<file path="src/rtl/core/pssm_pkg.sv">
// Shared types and constants for the motif scanner.
// No dependencies; imported by pssm_hit_out and pssm_multi_matrix_scanner.
package pssm_pkg;

  localparam int ENTRY_W  = 16;  // score entry, signed Q8.8
  localparam int SCORE_W  = 21;  // window score and threshold, signed Q13.8
  localparam int SUM_W    = 23;  // accumulator, wide enough for 63 entries
  localparam int LEN_W    = 6;   // matrix length field
  localparam int MIDX_W   = 3;   // matrix index field
  localparam int COL_W    = 5;   // column field
  localparam int POS_W    = 32;  // sequence position
  localparam int HIT_LIMIT = 8;  // hits reported per base at most
  localparam int NHIT_W   = 4;
  localparam int IN_W     = 56;
  localparam int OUT_W    = 56;

  localparam logic signed [SUM_W-1:0] SUM_HI = 23'sd1048575;
  localparam logic signed [SUM_W-1:0] SUM_LO = -23'sd1048576;

  typedef enum logic [1:0] {
    MODE_SCORE  = 2'd0,
    MODE_PARAM  = 2'd1,
    MODE_SCAN   = 2'd2,
    MODE_NEWSEQ = 2'd3
  } mode_t;

  typedef struct packed {
    logic [LEN_W-1:0]          len;
    logic signed [SCORE_W-1:0] thr;
  } param_t;

  typedef struct packed {
    logic signed [SCORE_W-1:0] score;
    logic [POS_W-1:0]          position;
    logic [MIDX_W-1:0]         matrix;
  } hit_t;

  typedef struct packed {
    logic push;    // new hit offered
    logic finish;  // scan done, pending hit is the last one
  } hit_req_t;

  typedef struct packed {
    logic push_ready;
    logic finish_done;
  } hit_stat_t;

endpackage

</file>
<file path="src/rtl/core/pssm_hit_out.sv">
// Hit holding stage and output register for the motif scanner.
// Depends on pssm_pkg (hit_t, hit_req_t, hit_stat_t).
module pssm_hit_out
  import pssm_pkg::*;
(
  input  logic             clk,
  input  logic             rst,
  input  hit_req_t         req,
  input  hit_t             hit_in,
  output hit_stat_t        stat,
  output logic             m_tvalid,
  input  logic             m_tready,
  output logic [OUT_W-1:0] m_tdata,  // hit_matrix[2:0], hit_position[34:3], hit_score[55:35]
  output logic             m_tlast
);

  // A hit waits in pend until the next hit or the end of the scan tells
  // whether it is the last one of its base.
  logic pend_v;
  hit_t pend;
  hit_t out_word;
  logic out_last;
  logic out_free;
  logic load_out;

  assign out_free = !m_tvalid || m_tready;
  assign load_out = pend_v && out_free && (req.push || req.finish);

  assign stat.push_ready  = !pend_v || out_free;
  assign stat.finish_done = !pend_v || out_free;

  always_ff @(posedge clk) begin
    if (rst) begin
      pend_v   <= 1'b0;
      m_tvalid <= 1'b0;
    end else begin
      if (load_out) begin
        m_tvalid <= 1'b1;
        out_word <= pend;
        out_last <= req.finish;
      end else if (m_tready) begin
        m_tvalid <= 1'b0;
      end
      if (req.push && stat.push_ready) begin
        pend_v <= 1'b1;
        pend   <= hit_in;
      end else if (req.finish && out_free) begin
        pend_v <= 1'b0;
      end
    end
  end

  assign m_tdata = out_word;
  assign m_tlast = out_last;

endmodule

</file>
<file path="config.mk">
export PLATFORM = sky130hd
export DESIGN_NAME = pssm_hit_out
export DESIGN_NICKNAME = d
export VERILOG_FILES = /design/src/rtl/core/pssm_pkg.sv /design/src/rtl/core/pssm_hit_out.sv
export SDC_FILE = /design/constraint.sdc
export NUM_CORES = 1
export LEC_CHECK = 0
export BUFFER_PORTS_ARGS = -buffer_cell sky130_fd_sc_hd__clkbuf_2
export CAP_MARGIN = 20
export CORE_ASPECT_RATIO = 2
export CORE_MARGIN = 2
export CORE_UTILIZATION = 35
export CTS_BUF_LIST = sky130_fd_sc_hd__clkbuf_4 sky130_fd_sc_hd__clkbuf_8
export DETAILED_ROUTE_END_ITERATION = 10
export GPL_TIMING_DRIVEN = 1
export PLACE_DENSITY_LB_ADDON = 0.25
export SYNTH_ARGS = -nofsm -noshare
export SYNTH_HDL_FRONTEND = slang
export SYNTH_SLANG_ARGS = --single-unit
</file>
<file path="constraint.sdc">
create_clock -name clk -period 7.5 [get_ports clk]
set_clock_uncertainty 0.2 [all_clocks]
set_input_delay 0.375 -clock clk [delete_from_list [all_inputs] [get_ports clk]]
set_output_delay 0.375 -clock clk [all_outputs]
set_load 0.03 [all_outputs]
</file>
**Yosys cells after proc, flatten, opt, wreduce, memory -nomap -nowiden**

Index checks and enable logic that the tools add are counted.
W data, S select, Z words.

- Input bits: 61
- Flip-flop bits (word level): 115
- Output and inout port bits: 60
- Logic and storage cells: 27

- Multiplexer cells: 4
- Bitwise logic cells: 1
- Reduce and logical (&&, ||, !) cells: 13

Operators by type and width:

| operator | count |
|---|---|
| $logic_and A1 B1 Y1 | 4 |
| $mux W1 | 4 |
| $reduce_and A2 Y1 | 2 |
| $reduce_bool A2 Y1 | 2 |
| $logic_or A1 B1 Y1 | 3 |
| $logic_not A1 Y1 | 2 |
| $not A1 Y1 | 1 |

**Logic depth before layout (Yosys ltp)**

Gate-level depths: netlist (run 1).

- Depth in word-level cells: 5
- Mapped depth: 3
- Depth with buffers taken out: 2

**Worst setup path after synthesis (run 1)**

Ideal clock, no wire load.

- Path type: register to register
- From: reg m_tvalid
- To: reg pend[0] (netlist name) (enable)
- Cell stages (with the launch flop): 3
- Period minus slack after synthesis: 5.562 ns
- Data arrival time: 4.808 ns
- Data required time: 6.746 ns
- Setup time: 0.554 ns
- Buffers on the path: 0
- Setup slack: 1.938 ns
- Cells stage by stage: dfxtp_1 -> nor2b_4 -> a211oi_1

- Word-level cells in the longest chain between the ends: 5

RTL lines:

| element | line | RTL |
|---|---|---|
| start: declaration | pssm_hit_out.sv:11 | `output logic m_tvalid,` |
| start signal: assignment | pssm_hit_out.sv:35 | `m_tvalid <= 1'b0;` |
| start signal: assignment | pssm_hit_out.sv:38 | `m_tvalid <= 1'b1;` |
| start signal: assignment | pssm_hit_out.sv:42 | `m_tvalid <= 1'b0;` |
| $logic_not A1 Y1 | pssm_hit_out.sv:26 | `assign out_free = !m_tvalid \|\| m_tready;` |
| $logic_or A1 B1 Y1 | pssm_hit_out.sv:26 |  |
| $logic_or A1 B1 Y1 | pssm_hit_out.sv:29 | `assign stat.push_ready = !pend_v \|\| out_free;` |
| $logic_and A1 B1 Y1 | pssm_hit_out.sv:44 | `if (req.push && stat.push_ready) begin` |
| $reduce_and A2 Y1 (no line) | -- |  |
| end signal: assignment | pssm_hit_out.sv:46 | `pend <= hit_in;` |
| end: declaration | pssm_hit_out.sv:20 | `hit_t pend;` |

No other way between the ends.
A chain may end at the register's enable or synchronous reset.

**Worst setup path in the final report (run 1)**

- From: in rst
- To: reg pend[44] (netlist name) (enable)

- Word-level cells in the longest chain between the ends: 2

RTL lines:

| element | line | RTL |
|---|---|---|
| start: declaration | pssm_hit_out.sv:7 | `input logic rst,` |
| $not A1 Y1 (no line) | -- |  |
| $reduce_and A2 Y1 (no line) | -- |  |

No other way between the ends.

==> results of run 1 <==
==> power breakdown <==
part	total (mW)	leakage (nW)	internal (mW)	switching, mW
logic	0.0805	0.779	0.0380	0.0425
registers	0.738	1.06	0.732	0.00631
clock network	0.588	0.209	0.358	0.230
==> layer usage <==
layer	vias up	share of wire, %
met5	-	0
met4	0	2.5
met3	15	6.3
met2	75	58
met1	911	34
li1	905	-
==> cell families (layout without fill, tap and decap cells) <==
logic type      count (synthesis)  after routing  synth area share [%]
simple gates                    5              5                  1.14
buf+inv                         2            213                 0.320
compound gates                  4              4                 0.925
flops                         115            115                  97.6
==> synth_stat cells <==
library cell	n	area, um2
nor2b_4	1	13.8
nand2_1	1	3.75
inv_1	1	3.75
a311oi_2	1	15.0
edfxtp_1	113	3390
a211oi_1	1	7.51
o21ai_0	1	5.00
nand2b_4	1	13.8
dfxtp_1	2	40.0
nor3_1	1	5.00
a21oi_1	1	5.00
buf_4	1	7.51
nor2_1	1	3.75
==> cell usage in the layout (no fill, tap or decap), drive strengths merged <==
cell type,netlist,routed
buf,1,2
a21oi,1,1
dfxtp,2,2
nor2b,1,1
bufinv,0,4
a311oi,1,1
dlygate4sd3,0,58
clkbuf,0,138
nor2,1,1
nand2,1,1
clkinvlp,0,1
inv,1,1
nand2b,1,1
o21ai,1,1
edfxtp,113,113
nor3,1,1
clkinv,0,9
a211oi,1,1
==> worst reg2reg max path, cell delays in order, from the launching register on <==
cell      delay [ns]
dfxtp_1         0.34
nor2b_4         0.16
a211oi_4        0.73
buf_4           0.59
==> flip-flops by register name, summed over array words and instances, names as in the netlist <==
name      cells
m_tdata      56
pend_v        1
m_tvalid      1
pend         56
m_tlast       1
==> worst max path at each step <==
stage,cells past startpoint,slack (ns),to,startpoint
floorplan,2,1.94,pend[0],m_tvalid
global placement,4,5.06,pend[26],m_tready
detailed placement,4,5.02,pend[39],m_tready
CTS,4,4.94,pend[21],rst
global route,4,4.80,pend[47],rst
finish,4,4.91,pend[44],rst
==> area by class of cell <==
class / instances / share of cell area [%]
Inverter: 1 / 0.0709
Tap cell: 132 / 3.12
Clock inverter: 14 / 3.16
Multi-Input combinational cell: 9 / 1.70
Sequential cell: 115 / 64.8
Timing Repair Buffer: 180 / 22.6
Clock buffer: 18 / 4.56
==> results.txt, run 1 <==
Register area share after synthesis - 97.6%
Wire length of the first global-routing pass - 10400 um
Average wire per cell in the routed design - 14.5 um
Maxcap violations - 0
Final net count - 385
CP arrival - 2.44 ns
FF+latch count, synth - 115
Design Power - 1.41 mW
Logic depth of the worst register-to-register path - 3
Fillers - 808
Detail-routed via count per cell - 4.06
Horizontal extent of the die - 74.9 um
Startpoint-to-endpoint class of the critical path - input port to flop
Number of cell rows - 51
Delay of the slowest cell on the worst path - 0.73 ns
Crit. End Element - flop
Number of buffers created by CTS - 17
Tightest Hold Check Type - input port to flop
Crit start category - input port
Area of combinational cells with multiple inputs - 90.1 um2
Net count of the mapped netlist - 187
Fraction of layout cells with a size suffix above 1 - 46.0%
Post-CTS setup buffers - 0
Post-route non-filler standard cell count - 469
Initial antenna violation count - 0
Antenna Cells - 0
Worst supply voltage drop on vdd - 177 uV
Io pins - 121
Sum of negative setup slack - 0 ns
Worst setup slack before clock tree synthesis - 5.02 ns
Total placed cells including tap cells - 379
Max Clk Rate - 386 MHz
Core Util, Final - 54.3%
Terminating pin of the worst hold path - pend_v
Power density over the cells - 265 nW/um2
Initial cell density of the core - 36.0%
Die Y-Extent - 146 um
Detailed-route DRC error count - 0
Flop2flop setup slack - 5.11 ns
Final min period - 2.59 ns
Router iterations before antenna repair - 4
Most utilized layer in the global route result - met2
CP max stage cell - a211oi_4
RSZ-0062 raised after global routing - no
Overall via count from detail_route - 1906
Actual transition at the worst max-transition pin - 0.839 ns
R2r endpoint - pend[44]
CTS H-tree lvls - 4
Number of stages on the worst hold path - 3
Final Worst Setup Slack - 4.91 ns
Post-synthesis instance area - 3520 um2
Final worst path period share - 34.5%
Number of buffers added on ports - 120
Die Area - 10900 um2
Min Hold Slack - 0.0700 ns
Static leakage - 2.05 nW
Worst flop-to-flop path startpoint - m_tvalid
TritonCTS sink count - 115
Max Transition Viols Final - 0
Final Wtd Congestion - 0.668
Data required time of the worst path - 7.35 ns
Result of the run - completed
Core area - 9760 um2
Library cell used as clock root buffer - clkbuf_8
Met2 demand-to-capacity share in global routing - 23.8%
Endpoints failing setup - 0
TritonCTS clock tree - built
Gate Count Post-Synth - 126
Hold-fix buffers, CTS - 58
Hold Startpoint - req[1]
Buffers & Inverters on Critical Path - 3
Clock insertion delay at the later pin of the skew report - 0.41 ns
Met3 track utilization from global routing - 6.30%
Yosys warns - 0
Number of hold-slack violations in the final timing report - 0
First DRT Iteration DRCs - 95
Gr ovfl total - 0
Clock slew seen by the registers of the worst setup and hold paths - 0.06 ns
Antenna Nets Post-Route - 0
Fin area - 5300 um2
Met1 capacity usage during global routing - 12.3%
Register Area - 3430 um2
Post-cts sizing count - 0
Synth-to-Final Area Change - 50.6%
Aggregate global-route resource usage - 13.4%
Via count of the first global-routing pass - 2156
Series of cell instances along the critical path - dlygate4sd3_1 > clkbuf_2 > a211oi_4 > buf_4
Post-synth cell types - 13
WL final - 6790 um
Instance area after placement - 4310 um2
Worst-case clock buffer depth - 2
Largest net degree at the start of global routing - 58
Max Fanout on Critical Path - 40
Kind of cell adding the most delay to the critical path - buffers and inverters
Worst slew margin relative to its limit - 43.9%
Mean area per synthesized cell - 27.9 um2
(Power assumes the default switching activity.)
==> run 2, diff against run 1 <==
==> constraint.sdc (replaced) <==
create_clock -name clk -period 2.3 [get_ports clk]
set_clock_uncertainty 0.2 [all_clocks]
set_input_delay 0.115 -clock clk [delete_from_list [all_inputs] [get_ports clk]]
set_output_delay 0.115 -clock clk [all_outputs]
set_load 0.03 [all_outputs]
==> run 2 against run 1 <==
Net effect: power grew to 3.2 times the previous value; first-iteration DRC count grew 4.2%; flip-flop and latch count is the same; final cell count grew 0.64%; sequential power grew to 3.3 times the previous value; routed wire length shrank 4.7%; die area is the same; via count shrank 0.52%; clock power grew to 3.1 times the previous value; utilization grew 0.58 points; non-clock buffer count grew 3; critical path type is now flop to flop; critical endpoint is now pend[24].
==> results.txt, run 2 (synthesis results as in run 1) <==
Result of the run - completed (unchanged)
Worst-case clock buffer depth - 2 (unchanged)
Final min period - 1.64 ns
Internal Power - 3.61 mW (was 1.13 mW)
CP max stage cell - dfxtp_4 (was a211oi_4)
Maxcap violations - 0 (unchanged)
Core area - 9760 um2 (unchanged)
Post-CTS setup buffers - 0 (unchanged)
Endpoints failing setup - 0 (unchanged)
Min Hold Slack - 0.214 ns (was 0.0700 ns)
Average wire per cell in the routed design - 13.7 um (was 14.5 um)
Number of cell rows - 51 (unchanged)
Kind of cell adding the most delay to the critical path - flip-flops (was buffers and inverters)
Die Y-Extent - 146 um (unchanged)
Clock share of power - 40.6% (was 41.8%)
Detail-routed via count per cell - 4.02 (was 4.06)
Fillers - 805 (was 808)
Hold-fix buffers, CTS - 61 (was 58)
First DRT Iteration DRCs - 99 (was 95)
Worst supply voltage drop on vdd - 425 uV (was 177 uV)
Delay of the slowest cell on the worst path - 0.36 ns (was 0.73 ns)
Final Wtd Congestion - 0.701 (was 0.668)
Static leakage - 2.07 nW (was 2.05 nW)
Final net count - 388 (was 385)
Fraction of power spent switching nets - 20.0% (was 19.8%)
Data required time of the worst path - 2.18 ns (was 7.35 ns)
TritonCTS sink count - 115 (unchanged)
Logic depth of the worst register-to-register path - 3 (unchanged)
Net Sw Power - 905 uW (was 279 uW)
Max Clk Rate - 611 MHz
TritonCTS clock tree - built (unchanged)
Antenna Cells - 0 (unchanged)
Max Fanout on Critical Path - 56 (was 40)
Clock slew seen by the registers of the worst setup and hold paths - 0.06 ns (about the same)
Final worst path period share - 71.2%
Clock insertion delay at the later pin of the skew report - 0.41 ns (about the same)
Tightest Hold Check Type - flop to flop (was input port to flop)
Post-cts sizing count - 0 (unchanged)
Wire length of the first global-routing pass - 9670 um (was 10400 um)
CTS H-tree lvls - 4 (unchanged)
Max Transition Viols Final - 0 (unchanged)
Most frequent cells in the layout - clkbuf_2, edfxtp_1, dlygate4sd3_1 (unchanged)
Crit. End Element - flop (unchanged)
Fraction of power consumed by combinational cells - 6.0% (was 5.7%)
Number of stages on the worst hold path - 0 (was 3)
Fraction of layout cells with a size suffix above 1 - 47.4% (was 46.0%)
Detailed-route DRC error count - 0 (unchanged)
Startpoint-to-endpoint class of the critical path - flop to flop (was input port to flop)
Via count of the first global-routing pass - 1926 (was 2156)
Buffers & Inverters on Critical Path - 1 (was 3)
Gr ovfl total - 0 (unchanged)
Number of hold-slack violations in the final timing report - 0 (unchanged)
Fin area - 5350 um2 (was 5300 um2)
Overall via count from detail_route - 1896 (was 1906)
Aggregate global-route resource usage - 12.6% (was 13.4%)
Leading cell type in the layout, fill and taps excluded - clkbuf_2 (unchanged)
Design Power - 4.51 mW (was 1.41 mW)
Crit start category - flop (was input port)
Io pins - 121 (unchanged)
Synth-to-Final Area Change - 52.2% (was 50.6%)
Die Area - 10900 um2 (unchanged)
Logic depth of the worst path, buffers included - 3 (was 4)
Power density over the cells - 843 nW/um2 (was 265 nW/um2)
Instance area after placement - 4350 um2 (was 4310 um2)
CP arrival - 1.52 ns (was 2.44 ns)
WL final - 6470 um (was 6790 um)
Largest net degree at the start of global routing - 58 (unchanged)
Antenna Nets Post-Route - 0 (unchanged)
Initial antenna violation count - 0 (unchanged)
RSZ-0062 raised after global routing - no (unchanged)
Number of buffers created by CTS - 17 (unchanged)
Worst slew margin relative to its limit - 79.0% (was 43.9%)
Number of buffers added on ports - 120 (unchanged)
Post-DP HPWL - 4040 um
Initial cell density of the core - 36.0% (unchanged)
Actual transition at the worst max-transition pin - 0.315 ns (was 0.839 ns)
Router iterations before antenna repair - 4 (unchanged)
Horizontal extent of the die - 74.9 um (unchanged)
Library cell used as clock root buffer - clkbuf_8 (unchanged)
Series of cell instances along the critical path - nor2b_4 > a211oi_4 > buf_12 (was dlygate4sd3_1 > clkbuf_2 > a211oi_4 > buf_4)
Sequential power share - 53.3% (was 52.5%)
## run 2: cell count changes in the layout (fill, tap and decap cells not counted), sizes merged
cell / before / now
bufinv: 4 / 3
clkbuf: 138 / 140
clkinv: 9 / 7
clkinvlp: 1 / 2
dlygate4sd3: 58 / 61
## run 2: layout make-up
type	instances	area (um2)	share of cell area (%)
repair buffers	183	1250	23.4
well taps	132	165	3.08
multi-input cells	9	100	1.87
clock buffers	20	256	4.79
inverters	1	3.75	0.0701
clock inverters	12	139	2.59
flip-flops and latches	115	3440	64.2
## run 2: power by group through the flow
stage	Combinational (mW)	Sequential [mW]	Clock (mW)
2_1_floorplan	0.0376	2.50	0
3_3_place_gp	0.191	2.45	0
3_5_place_dp	0.193	2.45	0
4_1_cts	0.277	2.41	1.90
5_1_grt	0.294	2.41	1.98
6_report	0.273	2.41	1.83
## run 2: worst reg2reg max path, cell delays in order (launching register included)
cell      delay [ns]
dfxtp_4         0.36
nor2b_4         0.15
a211oi_4        0.25
buf_12          0.33
## run 2: metal layers
layer	share of wire (%)	track usage (%)
met5	0	0
met4	1.3	5.89
met3	5.9	5.61
met2	57	20.8
met1	35	13.1
## run 2: path summary, 6_finish.rpt
path                                from  slack (ns)          end
worst min-delay path            pend[55]        0.21  m_tdata[55]
worst max-delay path            m_tvalid        0.66     pend[24]
worst min register to register  pend[55]        0.21  m_tdata[55]
worst max register to register  m_tvalid        0.66     pend[24]
## run 2: metrics by stage
stage | utilization [%] | setup TNS [ns] | setup slack [ns] | cells
after CTS | 54.8 | 0 | 0.668 | 472
after global placement | 44.5 | 0 | 0.719 | 379
after detailed placement | 44.5 | 0 | 0.701 | 379
after global routing | 54.8 | 0 | 0.601 | 472
final | 54.8 | 0 | 0.662 | 472
after floorplan | - | -36.33 | -0.391 | 126
